[config.mk]
export PLATFORM = sky130hd
export DESIGN_NAME = pms_sqrt
export DESIGN_NICKNAME = d
export VERILOG_FILES = /design/src/rtl/assert_macros.svh /design/src/rtl/pms_pkg.sv /design/src/rtl/pms_sqrt.sv
export SDC_FILE = /design/constraint.sdc
export NUM_CORES = 1
export LEC_CHECK = 0
export CORE_UTILIZATION = 47
export CTS_BUF_LIST = sky130_fd_sc_hd__clkbuf_4 sky130_fd_sc_hd__clkbuf_8
export DETAILED_ROUTE_END_ITERATION = 12
export DONT_BUFFER_PORTS = 1
export HOLD_SLACK_MARGIN = 0.08
export MAX_ROUTING_LAYER = met4
export PLACE_DENSITY = 0.7
export SYNTH_ARGS = -nofsm -noshare
export SYNTH_HDL_FRONTEND = slang
export SYNTH_SLANG_ARGS = --single-unit
[constraint.sdc]
create_clock -name clk -period 5.7 [get_ports clk]
set_input_delay 0.285 -clock clk [delete_from_list [all_inputs] [get_ports clk]]
set_output_delay 0.285 -clock clk [all_outputs]
set_load 0.02 [all_outputs]
[src/rtl/assert_macros.svh]
// Assertion macros used by the sampler top level.
`ifndef ASSERT_MACROS_SVH
`define ASSERT_MACROS_SVH
`ifndef SYNTHESIS
`define PMS_ASSERT(lbl, clk, rst_n, prop) \
  lbl: assert property (@(posedge clk) disable iff (!rst_n) prop) \
    else $error("assertion failed");
`define PMS_ASSERT_ALWAYS(lbl, clk, prop) \
  lbl: assert property (@(posedge clk) prop) else $error("assertion failed");
`else
`define PMS_ASSERT(lbl, clk, rst_n, prop)
`define PMS_ASSERT_ALWAYS(lbl, clk, prop)
`endif
`endif

[src/rtl/pms_pkg.sv]
// Constants and types of the polyline marker sampler.
package pms_pkg;
  localparam int MAX_MARKERS    = 4096;
  localparam int MAX_POLY_VERTS = 64;
  localparam int MAX_OBSTACLES  = 64;
  localparam int MAX_SEGMENTS   = 63;
  localparam int FRAC_BITS      = 16;

  localparam int CRD_W  = 32;
  localparam int GRID_W = 31;
  localparam int IDX_W  = 12;
  localparam int DIF_W  = CRD_W + 1;
  localparam int SQ_W   = 2 * DIF_W;
  localparam int LEN_W  = DIF_W;
  localparam int MK_W   = $clog2(MAX_MARKERS + 1);
  localparam int VP_W   = $clog2(MAX_POLY_VERTS + 1);
  localparam int PC_W   = $clog2(MAX_OBSTACLES + 1);
  localparam int SEG_W  = $clog2(MAX_SEGMENTS + 1);
  localparam int NB_W   = $clog2(SEG_W);
  localparam int SATW   = GRID_W + SEG_W;

  localparam logic [GRID_W-1:0] GRID_RESET = GRID_W'(1 << FRAC_BITS);

  typedef struct packed {
    logic [DIF_W-1:0] q;
    logic [SEG_W-1:0] r;
  } div_lane_t;
endpackage

[src/rtl/pms_sqrt.sv]
// Bit-serial integer square root, two radicand bits per cycle.
module pms_sqrt
  import pms_pkg::*;
(
  input  logic             clk,
  input  logic             rst_n,
  input  logic             start,
  input  logic [SQ_W-1:0]  radicand,
  output logic [LEN_W-1:0] root,
  output logic             done
);
  localparam int REM_W = LEN_W + 2;
  localparam int CNT_W = $clog2(LEN_W + 1);

  logic [SQ_W-1:0]  rad_r;
  logic [REM_W-1:0] rem_r;
  logic [LEN_W-1:0] root_r;
  logic [CNT_W-1:0] cnt_r;
  logic             run_r, done_r;
  logic [REM_W+1:0] t, trial;
  logic             take;

  always_comb begin
    t     = {rem_r, rad_r[SQ_W-1 -: 2]};
    trial = {2'b00, root_r, 2'b01};
    take  = (t >= trial);
  end

  always_ff @(posedge clk) begin
    if (start) begin
      rad_r  <= radicand;
      rem_r  <= '0;
      root_r <= '0;
    end else if (run_r) begin
      rad_r  <= {rad_r[SQ_W-3:0], 2'b00};
      rem_r  <= take ? REM_W'(t - trial) : t[REM_W-1:0];
      root_r <= {root_r[LEN_W-2:0], take};
    end
    if (!rst_n) begin
      run_r  <= 1'b0;
      done_r <= 1'b0;
      cnt_r  <= '0;
    end else begin
      done_r <= 1'b0;
      if (start) begin
        run_r <= 1'b1;
        cnt_r <= CNT_W'(LEN_W);
      end else if (run_r) begin
        cnt_r <= cnt_r - 1'b1;
        if (cnt_r == CNT_W'(1)) begin
          run_r  <= 1'b0;
          done_r <= 1'b1;
        end
      end
    end
  end

  assign root = root_r;
  assign done = done_r;
endmodule

==> run_results.csv <==
group,metric,value,unit
status,status,"complete, no violations",
synthesis,synth_warnings,0,
clock_network,clock_latency,480,ps
power_and_ir_drop,comb_power_share,0.390,
synthesis,synth_edf_count,66,
clock_network,cts_made_buffers,17,
power_and_ir_drop,p_int,2.15,mW
synthesis,synthAdderAreaFrac,0.0573,
synthesis,synth-seq-cells,142,
layout,mostFrequentLayoutCell,"nor2_1",
placement,dp_hpwl,11700,microns
power_and_ir_drop,power_leakage,3.59,nW
placement,place.gp.congestion,0.940,
power_and_ir_drop,seqPwrFrac,0.361,
drt,dr.pass1.iters,5,
global_route,grt_pass1_wl,30200,microns
sta,setup_viol,0,
drt,ant_nets,0,
sta,max-slew-margin-rel,0.500,
global_route,grt_pass1_vias,6243,
layout,layout-drive-gt1-share,0.149,
global_route,antenna_found_initial,0,
global_route,grt-ovfl-total,0,
power_and_ir_drop,p_clk_frac,0.249,
clock_network,cts.sinks,142,
placement,dpl_cell_area,8180,sq um
die,fp.dieW,133,microns
sta,hold_viol,0,
critical_path,required,6030,ps
hold_path,hp-start,"start",
critical_path,reg2reg_from,"root[4]",
sta,tightest_slew,746,ps
drt,wirelength,18100,microns
drt,vias_per_cell,5.70,
power_and_ir_drop,p_total,3.45,mW
clock_network,cts_buffer_depth,2,
sta,holdWs,158,ps
layout,layout-area-overhead-vs-synth,15.1,%
critical_path,criticalPathCategory,"reg2reg",
die,die_area,17700,sq um
clock_network,clk_pin_slew,90,ps
power_and_ir_drop,switching_share,0.377,
critical_path,cp_max_fo,28,
synthesis,ys_types,72,
run,drv_cap,0,
sta,fin_skew,12.7,ps
power_and_ir_drop,vdd_drop_max,0.000176,V
global_route,grt_max_degree,136,
layout,final_area,9300,sq um
synthesis,synth.net_count,886,
critical_path,crit_start,"root[4]",
layout,fin_util,0.557,
clock_network,htreeDepth,4,
synthesis,async_reset_ff_frac,0,
layout,nets,936,
drt,drt_first_iter_violations,378,
synthesis,yosys_most_used_dff,"dfxtp_1",
sta,rsz0062_at_grt,"no",
drt,vias,6055,
critical_path,arrival,3960,ps
sta,final_max_slew_viol_count,0,
synthesis,muxShareOfSynthArea,0.161,
hold_path,hp-class,"in2reg",
global_route,grt_usage,0.221,
sta,fin_setup_tns,0,ps
clock_network,cts_tree,"built",
layout,antennaDiodeCount,0,
sta,fmax,276,MHz
synthesis,netlist_area,8080,sq um
global_route,grt_util_met2,0.362,
critical_path,worstSetupEndpointType,"flip-flop",
synthesis,synth_compound_area_frac,0.146,
die,rows,47,
synthesis,synth_top_family_by_area,"multiplexers",
critical_path,start_kind,"flip-flop",
die,core-area,16700,sq um
clock_network,clock-root-buffer,"clkbuf_8",
layout,nFillCells,1425,
layout,final_cell_mix,"nor2_1 (87), dfxtp_1 (75), dlygate4sd3_1 (67)",
synthesis,syn_area_per_cell,10.4,sq um
placement,io_buffers,0,
synthesis,netlist_instances,780,
sta,period_minus_slack,3630,ps
die,start_util,0.484,
power_and_ir_drop,p_sw,1.30,mW
synthesis,ys_seq_area_frac,0.434,
clock_network,cts_resized,0,
global_route,grtUsageMet1,0.259,
sta,min_period_over_period,0.636,
drt,drc,0,
drt,wire_per_inst,17.0,microns
synthesis,synth-xor-area-share,0.0336,
die,io-pin-count,103,
global_route,grt_busiest_layer,"met2",
global_route,met3_usage,0.0537,
die,die_height,133,microns
synthesis,synthSimpleGateAreaFrac,0.120,
power_and_ir_drop,powerDensity,371,nW/um^2
[metal layers]
layer | up-vias | part of all wire
met3 | 41 | 0.051
met4 | 0 | 0.023
met2 | 161 | 0.49
met1 | 2905 | 0.43
met5 | - | 0
li1 | 2948 | -
[metrics by stage]
stage | setup slack (ps) | instances
after floorplan | 2950 | 780
after detailed placement | 2110 | 963
after global routing | 1810 | 1063
final | 2070 | 1063
after CTS | 2070 | 1063
after global placement | 2200 | 963
[logic make-up (layout without fill, tap and decap cells)]
kind of cell / Yosys count / in the layout
AO/OA/AOI/OAI: 157 / 157
XOR/XNOR: 31 / 31
adder cells (fa/ha/maj): 37 / 37
buffers and inverters: 88 / 151
flip-flops: 142 / 142
multiplexers: 122 / 122
AND/OR/NAND/NOR: 203 / 203
[registers in the layout, indices dropped and copies added (netlist names)]
signal	flops
done	1
root	33
run_r	1
rad_r	66
cnt_r	6
rem_r	35
[cells in the mapped netlist, types with 12 or more instances]
| cell | count | share of area |
|---|---|---|
| nand2_1 | 36 | 0.017 |
| mux2i_1 | 58 | 0.072 |
| edfxtp_1 | 66 | 0.25 |
| dfxtp_1 | 76 | 0.19 |
| clkbuf_1 | 25 | 0.012 |
| o21a_1 | 14 | 0.013 |
| xor2_1 | 14 | 0.015 |
| nor2_1 | 87 | 0.040 |
| inv_1 | 48 | 0.022 |
| a21oi_1 | 29 | 0.018 |
| mux2_2 | 64 | 0.089 |
| nor3_1 | 12 | 0.0074 |
| a211oi_1 | 29 | 0.027 |
| xnor2_1 | 17 | 0.018 |
| ha_1 | 37 | 0.057 |
| o21ai_0 | 16 | 0.0099 |
[worst paths after layout]
kind | endpoint | slack, ps | depth (start not counted)
setup reg to reg | rem_r[4] | 2070 | 11
hold reg to reg | rem_r[33] | 500 | 2
setup / recovery | rem_r[4] | 2070 | 11
hold / removal | rem_r[21] | 160 | 3
[what timing repair did]
item	CTS	global route
hold buffers	68	0
setup buffers	0	0
hold endpoints to repair	139	0
[layout make-up]
cell class	count	area, sq um	share of cell area
sequential	142	3510	0.377
clock inverter	15	191	0.0206
tap	220	275	0.0296
multi-input combinational	550	4190	0.451
clock buffer	17	234	0.0252
timing repair buffer	71	721	0.0775
inverter	48	180	0.0194
[power groups by stage]
stage / registers (mW) / logic, mW / clock network, mW
after detailed placement: 1.27 / 1.27 / 0
after CTS: 1.24 / 1.33 / 0.875
after floorplan: 1.24 / 1.11 / 0
after global routing: 1.26 / 1.48 / 0.923
final: 1.25 / 1.34 / 0.859
after global placement: 1.26 / 1.23 / 0
[critical path, stage by stage (launching register included)]
cell and delay, ps:
dfxtp_1 520, inv_1 80, ha_1 400, nand2_1 150, nor3_1 260, nand3_2 150, a31oi_4 340, a21oi_4 120
o211ai_4 630, buf_4 470, mux2i_1 240, a211oi_1 80
No activity file was read; power rests on OpenSTA's default activity.
