===== src/rtl/assert_macros.svh =====
// Assertion macros used by the sampler top level.
`ifndef ASSERT_MACROS_SVH
`define ASSERT_MACROS_SVH
`ifndef SYNTHESIS
`define PMS_ASSERT(lbl, clk, rst_n, prop) \
  lbl: assert property (@(posedge clk) disable iff (!rst_n) prop) \
    else $error("assertion failed");
`define PMS_ASSERT_ALWAYS(lbl, clk, prop) \
  lbl: assert property (@(posedge clk) prop) else $error("assertion failed");
`else
`define PMS_ASSERT(lbl, clk, rst_n, prop)
`define PMS_ASSERT_ALWAYS(lbl, clk, prop)
`endif
`endif


===== src/rtl/pms_pkg.sv =====
// Constants and types of the polyline marker sampler.
package pms_pkg;
  localparam int MAX_MARKERS    = 4096;
  localparam int MAX_POLY_VERTS = 64;
  localparam int MAX_OBSTACLES  = 64;
  localparam int MAX_SEGMENTS   = 63;
  localparam int FRAC_BITS      = 16;

  localparam int CRD_W  = 32;
  localparam int GRID_W = 31;
  localparam int IDX_W  = 12;
  localparam int DIF_W  = CRD_W + 1;
  localparam int SQ_W   = 2 * DIF_W;
  localparam int LEN_W  = DIF_W;
  localparam int MK_W   = $clog2(MAX_MARKERS + 1);
  localparam int VP_W   = $clog2(MAX_POLY_VERTS + 1);
  localparam int PC_W   = $clog2(MAX_OBSTACLES + 1);
  localparam int SEG_W  = $clog2(MAX_SEGMENTS + 1);
  localparam int NB_W   = $clog2(SEG_W);
  localparam int SATW   = GRID_W + SEG_W;

  localparam logic [GRID_W-1:0] GRID_RESET = GRID_W'(1 << FRAC_BITS);

  typedef struct packed {
    logic [DIF_W-1:0] q;
    logic [SEG_W-1:0] r;
  } div_lane_t;
endpackage


===== src/rtl/pms_div.sv =====
// Two-lane restoring divider: |dx| and |dy| by the segment count.
module pms_div
  import pms_pkg::*;
(
  input  logic                        clk,
  input  logic                        rst_n,
  input  logic                        start,
  input  logic [1:0][DIF_W-1:0]       dividend,
  input  logic [SEG_W-1:0]            divisor,
  output div_lane_t [1:0]             res,
  output logic                        done
);
  localparam int CNT_W = $clog2(DIF_W + 1);

  logic [1:0][DIF_W-1:0] num_r;
  logic [1:0][SEG_W-1:0] rem_r;
  logic [SEG_W-1:0]      d_r;
  logic [CNT_W-1:0]      cnt_r;
  logic                  run_r, done_r;
  logic [1:0][SEG_W:0]   t;
  logic [1:0]            take;

  always_comb begin
    for (int i = 0; i < 2; i++) begin
      t[i]    = {rem_r[i], num_r[i][DIF_W-1]};
      take[i] = (t[i] >= {1'b0, d_r});
    end
  end

  always_ff @(posedge clk) begin
    if (start) begin
      num_r <= dividend;
      rem_r <= '0;
      d_r   <= divisor;
    end else if (run_r) begin
      for (int i = 0; i < 2; i++) begin
        num_r[i] <= {num_r[i][DIF_W-2:0], take[i]};
        rem_r[i] <= take[i] ? SEG_W'(t[i] - {1'b0, d_r}) : t[i][SEG_W-1:0];
      end
    end
    if (!rst_n) begin
      run_r  <= 1'b0;
      done_r <= 1'b0;
      cnt_r  <= '0;
    end else begin
      done_r <= 1'b0;
      if (start) begin
        run_r <= 1'b1;
        cnt_r <= CNT_W'(DIF_W);
      end else if (run_r) begin
        cnt_r <= cnt_r - 1'b1;
        if (cnt_r == CNT_W'(1)) begin
          run_r  <= 1'b0;
          done_r <= 1'b1;
        end
      end
    end
  end

  always_comb begin
    for (int i = 0; i < 2; i++) begin
      res[i].q = num_r[i];
      res[i].r = rem_r[i];
    end
  end
  assign done = done_r;
endmodule

===== config.mk =====
export PLATFORM = sky130hd
export DESIGN_NAME = pms_div
export DESIGN_NICKNAME = d
export VERILOG_FILES = /design/src/rtl/assert_macros.svh /design/src/rtl/pms_pkg.sv /design/src/rtl/pms_div.sv
export SDC_FILE = /design/constraint.sdc
export NUM_CORES = 1
export LEC_CHECK = 0
export ABC_CLOCK_PERIOD_IN_PS = 2700
export BUFFER_PORTS_ARGS = -buffer_cell sky130_fd_sc_hd__buf_2
export CAP_MARGIN = 10
export CORE_UTILIZATION = 47
export CTS_BUF_LIST = sky130_fd_sc_hd__clkbuf_4
export DETAILED_ROUTE_END_ITERATION = 10
export GPL_TIMING_DRIVEN = 0
export HOLD_SLACK_MARGIN = 0.15
export PLACE_DENSITY = 0.82
export SYNTH_ARGS = -nofsm -noshare
export SYNTH_HDL_FRONTEND = slang
export SYNTH_SLANG_ARGS = --single-unit

===== constraint.sdc =====
create_clock -name clk -period 2.7 [get_ports clk]
set_clock_uncertainty 0.2 [all_clocks]
set_input_delay 0.135 -clock clk [delete_from_list [all_inputs] [get_ports clk]]
set_output_delay 0.135 -clock clk [all_outputs]
set_load 0.1 [all_outputs]

==> summary.txt <==
Floorplan
  – Die H: 99.0 microns
  – Die area: 0.00980 sq mm
  – Starting Density: 48.1%
  – Core ar.: 0.00920 sq mm
  – DIE WIDTH: 99.0 microns
  – Row cnt: 35
  – IO Pins: 154

Yosys
  – Mean Syn Cell Area: 13.6 sq um
  – Compound-gate portion of the synthesized area: 6.99%
  – Yosys top cell area share: 48.9%
  – Sequential share of the synthesized area: 57.9%
  – Synthesized area: 0.00442 sq mm
  – Top post-synthesis cells by area: edfxtp_1 49%, mux2_2 17%, dfxtp_1 9.1%, ha_1 4.5%, nor2_1 2.2%
  – Dominant synthesized flop cell: edfxtp_1
  – Multiplexer share of the synthesized area: 18.6%
  – Post-Syn Nets: 419
  – Synth Area in Adders: 5.43%
  – Leading area contributor after synthesis: edfxtp_1
  – FFs w/ async S/R, synth: 0%
  – Netlist cell types: 40
  – Largest family of logic cells by synthesized area: multiplexers
  – Ys Warns: 0
  – EDFF count, synth: 72
  – Cells after Synth: 326
  – Synth Area in XOR/XNOR: 2.18%
  – #FFs+latches synth: 92
  – Simple-gate portion of the synthesized area: 5.94%

Critical path
  – Crit Reg-Reg Endpoint: res[1]
  – Startpoint types: primary input
  – Reg2Reg Depth: 8
  – CP arrival: 2.36 ns
  – Reg2Reg Launch Point: d_r[4]
  – Crit Path Max Fanout: 66
  – R2R Setup Slk: 0.24 ns
  – WP data required: 2.60 ns
  – Setup CP Type: in2reg
  – Setup crit end kind: flop

STA
  – Fin Hold WS: 0.197 ns
  – Hold Fails Final Rpt: 0
  – Crit share post-route: 91.2%
  – Max-Slew Margin vs Limit: 56.5%
  – Final slew viol count: 0
  – Count of final setup violators: 0
  – Post-Route Setup TNS: 0 ns
  – Worst-margin pin slew: 0.652 ns
  – RSZ-0062 raised after global routing: no
  – Max frequency: 0.406 GHz
  – Min Tclk post-route: 2.46 ns
  – Final worst slack: 0.239 ns

Worst hold path
  – Worst min path class: in2reg
  – Min-delay src: divisor[2]
  – Hold Crit Endpoint: d_r[2]
  – Hold depth: 2

Clock tree
  – Worst-path clk slew: 0.14 ns
  – CTS tree: built
  – TritonCTS Sinks: 92
  – CTS root buf: clkbuf_4
  – H-tree depth: 3
  – Postcts setup bufs: 0
  – Clock Latency Late Sink: 0.45 ns
  – CTS max path bufs: 2
  – Clock buffer count from CTS: 9

Finish
  – Layout Nets: 657
  – Commonest non-fill, non-tap cell in the layout: buf_2
  – Area occupied by registers: 0.00256 sq mm
  – Utilization after layout: 68.0%
  – Fillers: 645
  – Share of cells above drive strength 1: 43.8%
  – Area Growth Syn to Fin: 41.4%
  – Post-route cell area: 0.00625 sq mm
  – ANT cells: 0
  – Highest-count cells in the layout ignoring fill and taps: 156 x buf_2, 74 x dlygate4sd3_1, 72 x edfxtp_1
  – Area of the multi-input gates: 0.00176 sq mm

Global routing
  – Vias in the first global route: 3827
  – First-pass GRT wire length: 18900 microns
  – Antenna violations before repair: 0
  – GRT Overall Usage: 25.4%
  – GRT overflow: 0
  – Largest net degree at the start of global routing: 67

Placement
  – I/O Buffers: 153
  – Detail Placement HPWL: 7540 microns
  – GPL Wtd Cong: 0.831
  – Place WS: 0.0608 ns
  – Dpl cell area: 0.00534 sq mm

Power
  – P_leak: 2.66 nW
  – Max rail drop VDD: 0.411 mV
  – PwrDens: 706 mW/mm^2

Route
  – DR WL/cell: 17.7 microns
  – DRC Markers: 0
  – Drt total wl: 12000 microns
  – DR vias/cell: 5.29
  – Drt first-iter violations: 164
  – Number of routed nets with antenna violations: 0
  – DR pass1 iterations: 4
  – Routed via count: 3596

Outcome
  – Status: complete, no violations

Flow run
  – Max cap viols: 0
[layout make-up]
type | count | share of cell area [%]
Timing Repair Buffer | 227 | 24.1
Clock inverter | 5 | 1.22
Buffer | 15 | 1.08
Tap cell | 111 | 2.22
Inverter | 16 | 0.961
Multi-Input combinational cell | 203 | 28.1
Clock buffer | 11 | 1.32
Sequential cell | 92 | 41.0
[cell families after synthesis]
| group | after synthesis |
|---|---|
| flip-flops | 92 |
| multiplexers | 74 |
| AND/OR/NAND/NOR | 57 |
| AO/OA/AOI/OAI | 43 |
| buffers and inverters | 31 |
| adder cells (fa/ha/maj) | 18 |
| XOR/XNOR | 11 |
[timing repair]
action | 4_1_cts | 5_1_grt
gates resized for setup | 0 | 1
endpoints found under the setup margin | 0 | 66
endpoints found under the hold margin | 86 | 0
hold buffers | 74 | 0
[flip-flops by register name (all words and copies together), names as in the netlist]
register,cells
cnt_r,6
d_r,6
done,1
res,78
run_r,1
[Yosys cell counts, types with 2 or more instances]
| library cell | count |
|---|---|
| nand2b_1 | 4 |
| a21boi_0 | 2 |
| xor2_1 | 6 |
| nor2b_1 | 4 |
| edfxtp_1 | 72 |
| nand2_1 | 8 |
| nor3_1 | 7 |
| o21ai_0 | 6 |
| fa_1 | 2 |
| nand3_1 | 4 |
| xnor2_1 | 5 |
| a41o_1 | 2 |
| nor2_1 | 26 |
| buf_2 | 3 |
| mux2_2 | 67 |
| ha_1 | 16 |
| mux2i_1 | 7 |
| clkbuf_1 | 11 |
| a211oi_1 | 8 |
| a21oi_1 | 13 |
| inv_1 | 15 |
| dfxtp_1 | 20 |
[worst max-delay path by stage]
| stage | start | end | slack, ns | depth (start not counted) |
|---|---|---|---|---|
| global placement | start | res[48] | -0.36 | 4 |
| detailed placement | start | res[22] | 0.06 | 4 |
| CTS | start | res[60] | 0.02 | 5 |
| floorplan | res[4] | res[1] | -0.16 | 6 |
| finish | start | res[60] | 0.24 | 5 |
| global route | start | res[20] | 0.08 | 5 |
[through the flow]
stage                     total power, mW  cells
after global routing                 4.56    680
final                                4.41    680
after CTS                            4.40    680
after global placement               3.43    590
after detailed placement             3.46    590
after floorplan                      3.17    326
[worst max-delay path, cell delays in order]
cell	delay [ns]
dlygate4sd3_1	0.53
buf_2	0.18
clkbuf_1	0.42
clkinv_1	0.50
nand2_8	0.56
[where the power goes]
part	switching, mW	total [mW]	internal (mW)	leakage (nW)
sequential	0.100	1.81	1.71	0.887
clock	0.485	0.878	0.393	0.0845
combinational	1.29	1.73	0.436	1.69
total	1.88	4.41	2.53	2.66
[layer usage]
layer / vias up / routed length [microns] / share of wire [%] / GRT usage, %
li1: 1688 / - / - / -
met1: 1729 / 4660 / 39 / 27.7
met5: - / 0 / 0 / 0
met4: 0 / 230 / 1.9 / 9.87
met3: 23 / 907 / 7.5 / 7.30
met2: 156 / 6250 / 52 / 46.5
Power figures use the tool's default switching activity.
